## src/rtl/tvwe_pkg.sv

```systemverilog
// Shared types and constants for the tone voice with envelope.
package tvwe_pkg;

    // Configuration register indexes.
    localparam logic [1:0] CFG_ATTACK_SAMPLES = 2'd0;
    localparam logic [1:0] CFG_ATTACK_GROWTH  = 2'd1;
    localparam logic [1:0] CFG_DECAY_FACTOR   = 2'd2;
    localparam logic [1:0] CFG_AMPLITUDE      = 2'd3;

    localparam int CFG_W = 18;

    // Configuration reset values.
    localparam logic [15:0] RST_ATTACK_SAMPLES = 16'd207;
    localparam logic [17:0] RST_ATTACK_GROWTH  = 18'd65756;
    localparam logic [15:0] RST_DECAY_FACTOR   = 16'd65529;
    localparam logic [14:0] RST_AMPLITUDE      = 15'd6000;

    // Envelope arithmetic, Q2.16.
    localparam logic [17:0] GROWTH_ONE = 18'd65536;
    localparam logic [17:0] GROWTH_MAX = 18'd262143;
    localparam logic [16:0] ENV_ONE    = 17'd65536;

    // Cosine table generation, Q30.
    localparam logic [63:0] Q30_ONE     = 64'd1073741824;
    localparam logic [63:0] HALF_PI_Q30 = 64'd1686629713;

    // Commands from the controller to the datapath.
    typedef struct packed {
        logic load;   // take the input request and set up the tick
        logic env_go; // envelope update step
        logic amp_go; // amplitude times cosine step
        logic mix_go; // envelope product, saturate, write output register
    } cmd_t;

    // Status from the datapath to the controller.
    typedef struct packed {
        logic out_stall; // output register still holds an untaken sample
    } stat_t;

endpackage

```

## src/rtl/tone_voice_with_envelope_top.sv

```systemverilog
// Top level of the tone voice with envelope.
//
//  Channel  Direction  Payload                         Handshake
//  s_*      in         tuser: note_start; tdata: step  tvalid/tready
//  m_*      out        tdata: sample                   tvalid/tready
//  cfg_*    in         index, data                     cfg_we, no wait
//
// Each request passes through four steps: accept, envelope update, amplitude times
// cosine, envelope product with saturation. All three arithmetic steps share
// one multiplier, so the controller runs them one after another.
// The output register lets the next request be accepted while a sample waits.
// A stalled output holds the controller in its last step until the sample is taken.
// Reset restores the register defaults and the voice state; the cosine table is constant.
module tone_voice_with_envelope_top
#(
    parameter int TABLE_DEPTH = 256,
    parameter int SAMPLE_BITS = 16
)
(
    input  logic                                clk,
    input  logic                                rst_n,
    input  logic                                s_tvalid,
    output logic                                s_tready,
    input  logic [31:0]                         s_tdata,  // [31:0] tone_step
    input  logic [0:0]                          s_tuser,  // [0] note_start
    output logic                                m_tvalid,
    input  logic                                m_tready,
    output logic [((SAMPLE_BITS+7)/8)*8-1:0]    m_tdata,  // [SAMPLE_BITS-1:0] sample
    input  logic                                cfg_we,
    input  logic [1:0]                          cfg_index,
    input  logic [tvwe_pkg::CFG_W-1:0]          cfg_data
);

    localparam int OUT_W = ((SAMPLE_BITS + 7) / 8) * 8;

    tvwe_pkg::cmd_t  cmd;
    tvwe_pkg::stat_t stat;
    logic [SAMPLE_BITS-1:0] sample;

    tvwe_ctrl u_ctrl
    (
        .clk      (clk),
        .rst_n    (rst_n),
        .s_tvalid (s_tvalid),
        .s_tready (s_tready),
        .stat     (stat),
        .cmd      (cmd)
    );

    tvwe_dp
    #(
        .TABLE_DEPTH (TABLE_DEPTH),
        .SAMPLE_BITS (SAMPLE_BITS)
    )
    u_dp
    (
        .clk        (clk),
        .rst_n      (rst_n),
        .cfg_we     (cfg_we),
        .cfg_index  (cfg_index),
        .cfg_data   (cfg_data),
        .note_start (s_tuser[0]),
        .tone_step  (s_tdata),
        .cmd        (cmd),
        .stat       (stat),
        .out_valid  (m_tvalid),
        .out_ready  (m_tready),
        .sample     (sample)
    );

    assign m_tdata = OUT_W'(sample);

endmodule

```

## src/rtl/tvwe_ctrl.sv

```systemverilog
// Controller state machine that sequences the shared multiplier per tick.
module tvwe_ctrl
(
    input  logic           clk,
    input  logic           rst_n,
    input  logic           s_tvalid,
    output logic           s_tready,
    input  tvwe_pkg::stat_t stat,
    output tvwe_pkg::cmd_t  cmd
);

    typedef enum logic [1:0] {
        ST_IDLE,
        ST_ENV,
        ST_AMP,
        ST_MIX
    } state_t;

    state_t state_reg;
    state_t state_next;

    always_comb
    begin
        state_next = state_reg;
        cmd        = '0;
        case (state_reg)
            ST_IDLE:
            begin
                cmd.load = s_tvalid;
                if (s_tvalid)
                begin
                    state_next = ST_ENV;
                end
            end
            ST_ENV:
            begin
                cmd.env_go = 1'b1;
                state_next = ST_AMP;
            end
            ST_AMP:
            begin
                cmd.amp_go = 1'b1;
                state_next = ST_MIX;
            end
            ST_MIX:
            begin
                // Hold here until the output register can take the sample.
                cmd.mix_go = !stat.out_stall;
                if (!stat.out_stall)
                begin
                    state_next = ST_IDLE;
                end
            end
            default:
            begin
                state_next = ST_IDLE;
            end
        endcase
    end

    assign s_tready = (state_reg == ST_IDLE);

    always_ff @(posedge clk or negedge rst_n)
    begin
        if (!rst_n)
        begin
            state_reg <= ST_IDLE;
        end
        else
        begin
            state_reg <= state_next;
        end
    end

`ifndef NO_ASSERTIONS
    a_env_then_amp: assert property (@(posedge clk) disable iff (!rst_n)
        cmd.env_go |=> cmd.amp_go)
        else $error("envelope step not followed by amplitude step");
`endif

endmodule

```

## src/rtl/tvwe_dp.sv

```systemverilog
// Datapath: configuration, phase and envelope state, cosine table, shared multiplier.
module tvwe_dp
#(
    parameter int TABLE_DEPTH = 256,
    parameter int SAMPLE_BITS = 16
)
(
    input  logic                         clk,
    input  logic                         rst_n,
    input  logic                         cfg_we,
    input  logic [1:0]                   cfg_index,
    input  logic [tvwe_pkg::CFG_W-1:0]   cfg_data,
    input  logic                         note_start,
    input  logic [31:0]                  tone_step,
    input  tvwe_pkg::cmd_t               cmd,
    output tvwe_pkg::stat_t              stat,
    output logic                         out_valid,
    input  logic                         out_ready,
    output logic [SAMPLE_BITS-1:0]       sample
);

    localparam int KW = $clog2(TABLE_DEPTH);

    function automatic logic [TABLE_DEPTH*16-1:0] build_rom();
        logic [TABLE_DEPTH*16-1:0] rom;
        logic [63:0] x;
        logic [63:0] x2;
        logic [63:0] t;
        logic [63:0] sub;
        logic [63:0] v;
        rom = '0;
        for (int i = 0; i < TABLE_DEPTH; i++)
        begin
            x   = (tvwe_pkg::HALF_PI_Q30 * 64'(i)) / TABLE_DEPTH;
            x2  = (x * x) >> 30;
            t   = tvwe_pkg::Q30_ONE;
            // Horner form of the Taylor series, innermost term first.
            sub = ((x2 * t) >> 30) / 64'd132;
            t   = (sub >= tvwe_pkg::Q30_ONE) ? 64'd0 : tvwe_pkg::Q30_ONE - sub;
            sub = ((x2 * t) >> 30) / 64'd90;
            t   = (sub >= tvwe_pkg::Q30_ONE) ? 64'd0 : tvwe_pkg::Q30_ONE - sub;
            sub = ((x2 * t) >> 30) / 64'd56;
            t   = (sub >= tvwe_pkg::Q30_ONE) ? 64'd0 : tvwe_pkg::Q30_ONE - sub;
            sub = ((x2 * t) >> 30) / 64'd30;
            t   = (sub >= tvwe_pkg::Q30_ONE) ? 64'd0 : tvwe_pkg::Q30_ONE - sub;
            sub = ((x2 * t) >> 30) / 64'd12;
            t   = (sub >= tvwe_pkg::Q30_ONE) ? 64'd0 : tvwe_pkg::Q30_ONE - sub;
            sub = ((x2 * t) >> 30) / 64'd2;
            t   = (sub >= tvwe_pkg::Q30_ONE) ? 64'd0 : tvwe_pkg::Q30_ONE - sub;
            v   = (t * 64'd65535 + (tvwe_pkg::Q30_ONE >> 1)) >> 30;
            if (v > 64'd65535)
            begin
                v = 64'd65535;
            end
            rom[i*16 +: 16] = v[15:0];
        end
        return rom;
    endfunction

    localparam logic [TABLE_DEPTH*16-1:0] COS_ROM = build_rom();
    localparam logic [31:0] SAMPLE_LIMIT = (32'd1 << (SAMPLE_BITS - 1)) - 32'd1;

    // Configuration registers.
    logic [15:0] attack_samples_reg;
    logic [17:0] attack_growth_reg;
    logic [15:0] decay_factor_reg;
    logic [14:0] amplitude_reg;

    // Voice state.
    logic [31:0] phase_reg;
    logic [15:0] index_reg;
    logic [17:0] growth_reg;
    logic [16:0] env_reg;
    logic        attack_reg;
    logic        neg_reg;
    logic        rest_reg;
    logic [15:0] cmag_reg;
    logic [30:0] prod_reg;
    logic        out_valid_reg;
    logic [SAMPLE_BITS-1:0] out_data_reg;

    // Tick setup.
    logic [31:0]   phase_eff;
    logic [15:0]   index_eff;
    logic [KW+1:0] k_idx;
    logic [1:0]    quad;
    logic [KW-1:0] r_idx;
    logic [KW-1:0] rom_idx;
    logic          mirror;
    logic [15:0]   rom_val;

    assign phase_eff = note_start ? 32'd0 : phase_reg;
    assign index_eff = note_start ? 16'd0 : index_reg;
    assign k_idx     = phase_eff[31 -: KW+2];
    assign quad      = k_idx[KW+1:KW];
    assign r_idx     = k_idx[KW-1:0];
    assign mirror    = quad[0];
    assign rom_idx   = mirror ? (KW'(0) - r_idx) : r_idx;
    assign rom_val   = (mirror && (r_idx == '0)) ? 16'd0 : COS_ROM[rom_idx*16 +: 16];

    // Shared multiplier with operand selection by step.
    logic [30:0] mul_a;
    logic [17:0] mul_b;
    logic [48:0] mul_p;

    always_comb
    begin
        if (cmd.env_go && attack_reg)
        begin
            mul_a = 31'(growth_reg);
            mul_b = attack_growth_reg;
        end
        else if (cmd.env_go)
        begin
            mul_a = 31'(env_reg);
            mul_b = 18'(decay_factor_reg);
        end
        else if (cmd.amp_go)
        begin
            mul_a = 31'(amplitude_reg);
            mul_b = 18'(cmag_reg);
        end
        else
        begin
            mul_a = prod_reg;
            mul_b = 18'(env_reg);
        end
    end

    assign mul_p = 49'(mul_a) * 49'(mul_b);

    // Attack envelope and growth update.
    logic [17:0] growth_excess;
    logic [16:0] env_attack;
    logic [36:0] growth_round;
    logic [20:0] growth_raw;
    logic [17:0] growth_sat;

    assign growth_excess = growth_reg - tvwe_pkg::GROWTH_ONE;
    assign env_attack    = (growth_reg <= tvwe_pkg::GROWTH_ONE) ? 17'd0 :
                           (growth_excess > 18'(tvwe_pkg::ENV_ONE)) ? tvwe_pkg::ENV_ONE :
                           growth_excess[16:0];
    assign growth_round  = mul_p[36:0] + 37'd32768;
    assign growth_raw    = growth_round[36:16];
    assign growth_sat    = (growth_raw > 21'(tvwe_pkg::GROWTH_MAX)) ?
                           tvwe_pkg::GROWTH_MAX : growth_raw[17:0];

    // Output magnitude, saturation and sign.
    logic [31:0] mag_ext;
    logic [31:0] mag_sat;
    logic [SAMPLE_BITS-1:0] mag_s;
    logic [SAMPLE_BITS-1:0] sample_next;

    assign mag_ext     = 32'(mul_p[47:32]);
    assign mag_sat     = (mag_ext > SAMPLE_LIMIT) ? SAMPLE_LIMIT : mag_ext;
    assign mag_s       = mag_sat[SAMPLE_BITS-1:0];
    assign sample_next = rest_reg ? '0 : (neg_reg ? (~mag_s + 1'b1) : mag_s);

    assign stat.out_stall = out_valid_reg && !out_ready;

    always_ff @(posedge clk or negedge rst_n)
    begin
        if (!rst_n)
        begin
            attack_samples_reg <= tvwe_pkg::RST_ATTACK_SAMPLES;
            attack_growth_reg  <= tvwe_pkg::RST_ATTACK_GROWTH;
            decay_factor_reg   <= tvwe_pkg::RST_DECAY_FACTOR;
            amplitude_reg      <= tvwe_pkg::RST_AMPLITUDE;
        end
        else if (cfg_we)
        begin
            case (cfg_index)
                tvwe_pkg::CFG_ATTACK_SAMPLES: attack_samples_reg <= cfg_data[15:0];
                tvwe_pkg::CFG_ATTACK_GROWTH:  attack_growth_reg  <= cfg_data[17:0];
                tvwe_pkg::CFG_DECAY_FACTOR:   decay_factor_reg   <= cfg_data[15:0];
                tvwe_pkg::CFG_AMPLITUDE:      amplitude_reg      <= cfg_data[14:0];
                default:                      attack_samples_reg <= attack_samples_reg;
            endcase
        end
    end

    always_ff @(posedge clk or negedge rst_n)
    begin
        if (!rst_n)
        begin
            phase_reg     <= '0;
            index_reg     <= '0;
            growth_reg    <= tvwe_pkg::GROWTH_ONE;
            env_reg       <= '0;
            attack_reg    <= 1'b0;
            out_valid_reg <= 1'b0;
        end
        else
        begin
            if (cmd.load)
            begin
                phase_reg  <= phase_eff + tone_step;
                index_reg  <= (index_eff == 16'hFFFF) ? index_eff : index_eff + 16'd1;
                attack_reg <= (index_eff <= attack_samples_reg);
                if (note_start)
                begin
                    growth_reg <= tvwe_pkg::GROWTH_ONE;
                    env_reg    <= '0;
                end
            end
            if (cmd.env_go)
            begin
                if (attack_reg)
                begin
                    env_reg    <= env_attack;
                    growth_reg <= growth_sat;
                end
                else
                begin
                    env_reg <= mul_p[32:16];
                end
            end
            if (cmd.mix_go)
            begin
                out_valid_reg <= 1'b1;
            end
            else if (out_ready)
            begin
                out_valid_reg <= 1'b0;
            end
        end
    end

    // Payload registers.
    always_ff @(posedge clk)
    begin
        if (cmd.load)
        begin
            cmag_reg <= rom_val;
            neg_reg  <= (quad == 2'd1) || (quad == 2'd2);
            rest_reg <= (tone_step == 32'd0);
        end
        if (cmd.amp_go)
        begin
            prod_reg <= mul_p[30:0];
        end
        if (cmd.mix_go)
        begin
            out_data_reg <= sample_next;
        end
    end

    assign out_valid = out_valid_reg;
    assign sample    = out_data_reg;

`ifndef NO_ASSERTIONS
    a_env_bounded: assert property (@(posedge clk) disable iff (!rst_n)
        env_reg <= tvwe_pkg::ENV_ONE)
        else $error("envelope above one");
    a_note_restart: assert property (@(posedge clk) disable iff (!rst_n)
        (cmd.load && note_start) |=>
            (growth_reg == tvwe_pkg::GROWTH_ONE) && (env_reg == '0) && attack_reg)
        else $error("note start did not restart the envelope");
    a_no_overwrite: assert property (@(posedge clk) disable iff (!rst_n)
        cmd.mix_go |-> !(out_valid_reg && !out_ready))
        else $error("output register overwritten while stalled");
`endif

endmodule
```

## config.mk

```make
export PLATFORM = sky130hd
export DESIGN_NAME = tone_voice_with_envelope_top
export DESIGN_NICKNAME = d
export VERILOG_FILES = /design/src/rtl/tvwe_pkg.sv /design/src/rtl/tone_voice_with_envelope_top.sv /design/src/rtl/tvwe_ctrl.sv /design/src/rtl/tvwe_dp.sv
export SDC_FILE = /design/constraint.sdc
export NUM_CORES = 2
export LEC_CHECK = 0
export BUFFER_PORTS_ARGS = -buffer_cell sky130_fd_sc_hd__buf_2
export CORE_ASPECT_RATIO = 1.25
export CORE_UTILIZATION = 35
export DETAILED_ROUTE_END_ITERATION = 6
export PLACE_DENSITY_LB_ADDON = 0.2
export SLEW_MARGIN = 20
export SYNTH_ARGS = -nofsm -noshare
export SYNTH_HDL_FRONTEND = slang
export SYNTH_SLANG_ARGS = --single-unit
export TNS_END_PERCENT = 5
```

## constraint.sdc

```tcl
create_clock -name clk -period 13.6 [get_ports clk]
set_input_delay 1.36 -clock clk [delete_from_list [all_inputs] [get_ports clk]]
set_output_delay 1.36 -clock clk [all_outputs]
set_load 0.05 [all_outputs]
```

Yosys cells after proc, flatten, opt, wreduce, memory -nomap -nowiden
Index checks and enable logic that the tools add are counted.
{ "classes": {"eq_ne": 11, "addsub": 6, "muxes": 32, "n_mul": 1, "n_reduce_logical": 19, "bitwise": 1, "order_cmp": 5, "shift": 1} }
{ "op_table": {"columns": ["operator", "n"], "rows": [
  ["$shiftx 4096x13->16 const A", 1],
  ["$mux 18", 7],
  ["$mux 17", 7],
  ["$mux 31", 3],
  ["$mux 16", 4],
  ["$mul 31x18->48", 1],
  ["$add 37x16->37 const B", 1],
  ["$add 16x1->16 const B", 2],
  ["$add 32x32->32", 1],
  ["$logic_not 32->1", 1],
  ["$mux 32", 1],
  ["$gt 21x18->1 const B", 1],
  ["$gt 18x17->1 const B", 1],
  ["$le 18x17->1 const B", 1],
  ["$sub 18x17->18 const B", 1],
  ["$eq 16x16->1 const B", 1],
  ["$gt 16x15->1 const B", 1],
  ["$le 16x16->1", 1],
  ["$not 16->16", 1],
  ["$reduce_and 2->1", 6],
  ["$eq 2x2->1 const B", 5],
  ["$logic_not 8->1", 1],
  ["$mux 8", 1],
  ["$pmux 2 s4", 1],
  ["10 further kinds", 25]
]} }
{ "word_totals": {"inputBits": 58, "output_inout_bits": 18, "regBits": 217, "wordCells": 92} }

Logic depth before layout (Yosys ltp)
{ "depth": {"word_depth": 11, "ltp_mapped": 40, "mapped_depth_nobuf": 33} }

Modules after synthesis
Synthesis repeated with hierarchy kept, for this count alone.
{ "unflattened": {"cells_unflattened": 4098, "hier_area_um2": 34755.8} }
{ "by_module_without_submodules": {"columns": ["module", "area_per_inst_um2", "seq_area_each_um2", "cells_per_inst", "n_inst"], "rows": [
  ["tvwe_dp", 34585.7, 5748.0, 4081, 1],
  ["tvwe_ctrl", 170.2, 50.0, 17, 1]
]} }

Worst setup path after synthesis
OpenSTA, ideal clock, no wires.
{ "synth_path": {"path_type": "register to register", "from": "register u_ctrl.state_reg[0]", "to": "register u_dp.out_data_reg[14] (netlist: u_dp.sample[14]) (data pin)", "stages_incl_launch_ff": 37, "synth_period_minus_slack_ns": 10.425, "n_path_buf": 6, "t_arrival_ns": 10.230, "required_time_ns": 13.405, "setup_slack_ns": 3.175, "path_cell_list": "dfrtp_1 -> inv_1 -> ha_1 -> clkbuf_1 -> clkbuf_1 -> mux2i_1 -> o21ai_0 -> nand2_1 -> nand2_1 -> clkbuf_1 -> nand2_1 -> fa_1 -> fa_1 -> inv_1 -> fa_1 -> inv_1 -> fa_1 -> fa_1 -> fa_1 -> inv_1 -> ha_1 -> clkbuf_1 -> a21o_1 -> o21bai_1 -> a31oi_1 -> o21ai_0 -> a21oi_1 -> o31ai_1 -> xnor2_1 -> clkbuf_1 -> clkbuf_1 -> and2_1 -> ha_1 -> nand2_1 -> or3b_2 -> or4_1 -> o311ai_0"} }
{ "synth_between": {"elab_chain_len": 11, "word_cells_on_any_way": 17} }
{ "synth_lines": {"columns": ["element", "line", "text"], "rows": [
  ["start, declared", "tvwe_ctrl.sv:19", "state_t state_reg;"],
  ["start signal, assigned", "tvwe_ctrl.sv:71", "state_reg <= state_next;"],
  ["$eq 2x2->1", "tvwe_ctrl.sv:26", "case (state_reg)"],
  ["$mux 1", "tvwe_ctrl.sv:26", null],
  ["$mux 31 / $mux 17 (equally long branches)", "tvwe_dp.sv:118", "else if (cmd.amp_go)"],
  ["$mux 31 / $mux 18 (equally long branches)", "tvwe_dp.sv:113", "else if (cmd.env_go)"],
  ["$mux 31 / $mux 18 (equally long branches)", "tvwe_dp.sv:108", "if (cmd.env_go && attack_reg)"],
  ["$mul 31x18->48 *", "tvwe_dp.sv:130", "assign mul_p = 49'(mul_a) * 49'(mul_b);"],
  ["$gt 16x15->1", "tvwe_dp.sv:155", "assign mag_sat = (mag_ext > SAMPLE_LIMIT) ? SAMPLE_LIMIT : mag_ext;"],
  ["$mux 16 *", "tvwe_dp.sv:155", null],
  ["$not 16->16", "tvwe_dp.sv:157", "assign sample_next = rest_reg ? '0 : (neg_reg ? (~mag_s + 1'b1) : mag_s);"],
  ["$add 16x1->16", "tvwe_dp.sv:157", null],
  ["$mux 16 *", "tvwe_dp.sv:157", null],
  ["end signal, assigned", "tvwe_dp.sv:244", "out_data_reg <= sample_next;"],
  ["end, declared", "tvwe_dp.sv:80", "logic [SAMPLE_BITS-1:0] out_data_reg;"]
]} }
Every way passes the cells marked *; elsewhere a longest branch is shown, timed or not.
A chain may end at the register's enable or synchronous reset.

Worst setup path in the final report
{ "layout_path": {"from": "register u_ctrl.state_reg[0]", "to": "register u_dp.growth_reg[5]"} }
{ "layout_between": {"elab_chain_len": 11, "word_cells_on_any_way": 20} }
{ "layout_lines": {"columns": ["element", "line", "text"], "rows": [
  ["$eq 2x2->1", "tvwe_ctrl.sv:26", null],
  ["$mux 1", "tvwe_ctrl.sv:26", null],
  ["$mux 31 / $mux 17 (equally long branches)", "tvwe_dp.sv:118", null],
  ["$mux 31 / $mux 18 (equally long branches)", "tvwe_dp.sv:113", null],
  ["$mux 31 / $mux 18 (equally long branches)", "tvwe_dp.sv:108", null],
  ["$mul 31x18->48", "tvwe_dp.sv:130", null],
  ["$add 37x16->37", "tvwe_dp.sv:143", "assign growth_round = mul_p[36:0] + 37'd32768;"],
  ["$gt 21x18->1", "tvwe_dp.sv:145", "assign growth_sat = (growth_raw > 21'(tvwe_pkg::GROWTH_MAX)) ?"],
  ["$mux 18", "tvwe_dp.sv:145", null],
  ["$mux 18", "tvwe_dp.sv:208", "if (attack_reg)"],
  ["$mux 18 *", "tvwe_dp.sv:206", "if (cmd.env_go)"],
  ["end signal, assigned", "tvwe_dp.sv:188", "growth_reg <= tvwe_pkg::GROWTH_ONE;"],
  ["end signal, assigned", "tvwe_dp.sv:202", "growth_reg <= tvwe_pkg::GROWTH_ONE;"],
  ["end signal, assigned", "tvwe_dp.sv:211", "growth_reg <= growth_sat;"],
  ["end, declared", "tvwe_dp.sv:72", "logic [17:0] growth_reg;"]
]} }
Marked as above.

==> summary by stage <==
Run status
The flow ran to the end, but the final reports show violations. The checks that failed: DRC.

Setup path
Of all nets on the critical path, the largest fanout is 26. Counting both buffers and inverters, the worst setup path holds a total of 6. The cell with the biggest individual delay on the critical path is sky130_fd_sc_hd__a2111oi_4. The launching element of the worst setup path is u_ctrl.state_reg[0]$_DFFE_PN0P_.

The element type at the critical path start is a flop. Grouping stages by cell kind, the critical path spends the most delay in adder cells. The critical register-to-register path startpoint is u_ctrl.state_reg[0]$_DFFE_PN0P_. The delay of the slowest cell on the worst path is 0.90 ns.

The worst setup path is captured at a flop. The cell repeated most along the worst path is sky130_fd_sc_hd__fa_1. At the worst endpoint, the arrival time is 11.41 ns. The type of the setup path with the least slack is flop to flop. The endpoint required time on the critical path is 13.99 ns.

Floorplanning
The I/O pin count is 76. In this run the horizontal extent of the chip is 283 um. The die footprint is 0.0999 mm^2. The floorplan has 128 rows. The core box area is 0.0975 mm^2. The initial standard-cell utilization of the core is 35.4%. The vertical die dimension is 353 um.

Placed design
The total half-perimeter wirelength after legalization and detailed placement is 97.6 mm. Input and output buffers added on the ports amount to 75. The pre-CTS setup slack is 2.72 ns. The placer congestion estimate is 0.989.

Final layout
The number of fillers in the final layout is 10300. Compared with the post-synthesis result, the final layout area differs by 7.25%. The post-route netlist has 8.19% of its cells at a drive strength greater than 1. The multi-input combinational cells in the finished layout cover a total of 0.0257 mm^2.

The flip-flop count of the largest register after layout is 32. The net count of the finished layout is 4836. In the final layout, flip-flops and latches occupy 0.00580 mm^2.

CTS
Clock tree synthesis selected as its root buffer the cell sky130_fd_sc_hd__clkbuf_16. TritonCTS built the clock tree. The number of clock buffers inserted by TritonCTS is 24. After clock tree synthesis, the clock-pin slew on the worst setup and hold paths is 0.07 ns. The count of buffers added by post-CTS timing repair for setup is 0. Post-CTS repair changed the size of 0 cells. The worst-case clock buffer depth is 3.

The clock insertion delay at the later pin of the skew report is 0.57 ns. The number of hold buffers added after cts is 0. For this design, the sink count on the clock tree is 217.

In this run the number of H-tree levels came out at 1.

GRT
The first global-routing pass estimated 196 mm of wire. The overall overflow remaining after global route is 0. The via count of the first global-routing pass is 31300. The initial antenna violation count is 2. Across every metal layer, demand over resource in global routing totals 26.0%. The largest net degree at the start of global routing is 71.

Timing
Setup repair after global routing left no endpoint under its margin. Setup violations remaining at the end of the flow were counted as 0. The final sum of negative setup slack is 0 ns.

After layout, the minimum clock period comes to 11.02 ns. The max-slew violation count came to 0. Setup slack closes at 2.58 ns. For the pin with the worst max-slew slack, the measured transition is 1.13 ns.

The total count of hold-check failures in the final report is 0. The peak clock frequency supported by timing is 90.7 MHz. The worst slew margin relative to its limit is 23.4%. The post-route clock period utilization is 81.1%. Between clock sinks in the finished design, the worst skew comes to 0.0256 ns.

Synthesis
After synthesis, the share of flip-flops with an asynchronous set or reset is 70.0%. Counting every instance in the synthesized netlist gives 4203. The average instance area after synthesis is 8.21 um^2. Yosys attributes the largest share of cell area to sky130_fd_sc_hd__fa_1 (27%), sky130_fd_sc_hd__dfrtp_1 (8.6%), sky130_fd_sc_hd__nand2_1 (8.0%). The area share of the leading cell type in the synthesized netlist is 26.9%. Yosys mapped a number of flops with a built-in enable equal to 65. The most frequent cell after synthesis is sky130_fd_sc_hd__nand2_1. The area of the mapped netlist is 0.0345 mm^2.

Sorting the synthesized cells by how often they occur yields sky130_fd_sc_hd__nand2_1 (734), sky130_fd_sc_hd__inv_1 (554), sky130_fd_sc_hd__fa_1 (464). The most frequently used flop master after synthesis is sky130_fd_sc_hd__dfrtp_1. The synthesized design spends more area on one cell type than any other, namely sky130_fd_sc_hd__fa_1. Yosys printed 0 warnings. The distinct cell type count of the synthesized netlist is 94. Sequential elements use 16.8% of the synthesized area. The number of flip-flops and latches in the synthesized netlist is 217.

Routing
The number of violations reported at the end of detailed-routing iteration 0 is 2658. After detailed routing, the number of vias per cell comes to 5.64. In the routed design, unresolved DRC markers number 2. The number of detailed-routing iterations run before antenna repair is 7.

The post-detailed-routing wire length is 128 mm. The count of nets left with antenna violations after detail routing is 0. Across all layers, the routed design uses 30700 vias. In the final routed layout, each cell accounts on average for 23.6 um.

Worst hold path
The kind of path behind the tightest hold check is flop to flop. The worst hold path begins at u_dp.phase_reg[10]$_DFFE_PN0P_.

Job
Across the run, the number of max-cap violations was 0.
[layout by cell type, fill, tap and decap left out, drive strengths merged, types with 50 or more instances in the layout]
| cell type | n |
|---|---|
| xnor2 | 56 |
| o21ai | 227 |
| a21oi | 216 |
| nor3 | 50 |
| nand2 | 735 |
| inv | 557 |
| mux2 | 57 |
| nor2 | 328 |
| nor2b | 57 |
| dfrtp | 118 |
| edfxtp | 65 |
| ha | 193 |
| a211oi | 53 |
| nand3 | 69 |
| fa | 464 |
| and2 | 60 |
| buf | 150 |
[cell type report]
| class | count | share of cell area (%) |
|---|---|---|
| Multi-Input combinational cell | 3174 | 69.4 |
| Tap cell | 1300 | 4.39 |
| Clock buffer | 29 | 1.67 |
| Timing Repair Buffer | 150 | 2.55 |
| Inverter | 554 | 5.62 |
| Clock inverter | 15 | 0.649 |
| Sequential cell | 217 | 15.7 |
| Antenna cell | 1 | 0.00676 |
[worst reg2reg max path, delay by kind of cell, from the launching register on]
kind / cells / cell delay [ns]
and+or+nand+nor: 11 / 3.35
AOI/OAI and AO/OA: 4 / 1.54
muxes: 1 / 0.12
buffers and inverters: 6 / 1.21
adders and majority gates: 8 / 4.19
DFF: 1 / 0.43
[cells by family after synthesis]
group	share of synthesized area, %
and+or+nand+nor	18.6
AOI/OAI and AO/OA	16.2
buffers and inverters	9.03
adders and majority gates	33.9
DFF	16.8
muxes	3.06
xor gates and xnor gates	2.41
other	0.0218
[layer usage]
metal,GRT usage (%),part of all wire (%)
met5,0,0.015
met4,12.4,5.4
met3,3.07,6.5
met2,44.4,49
met1,32.3,39
[stage by stage]
step / hold WS (ns) / instances / util [%] / cell area, um^2
2_1_floorplan: 0.438 / 4213 / - / 34600
3_3_place_gp: 0.453 / 5395 / 37.1 / 36200
3_5_place_dp: 0.463 / 5395 / 37.1 / 36200
4_1_cts: 0.480 / 5439 / 38.0 / 37000
5_1_grt: 0.502 / 5439 / 38.0 / 37000
6_report: 0.472 / 5440 / 38.0 / 37000
[path summary, 6_finish.rpt]
kind                                                          end  slack (ns)  depth (start not counted)
max                                  u_dp.growth_reg[5]$_DFF_PN0_        2.58                         30
min                                u_dp.phase_reg[10]$_DFFE_PN0P_        0.47                          2
max reg2reg                          u_dp.growth_reg[5]$_DFF_PN0_        2.58                         30
min reg2reg                        u_dp.phase_reg[10]$_DFFE_PN0P_        0.47                          2
max in group asynchronous  u_dp.attack_samples_reg[8]$_DFFE_PN0P_       11.00                          3
min in group asynchronous           u_dp.growth_reg[17]$_DFF_PN0_        0.74                          1
Power is left out: the tool's default activity adds up to more than one toggle a clock period on the data nets, which glitch-free logic cannot reach.
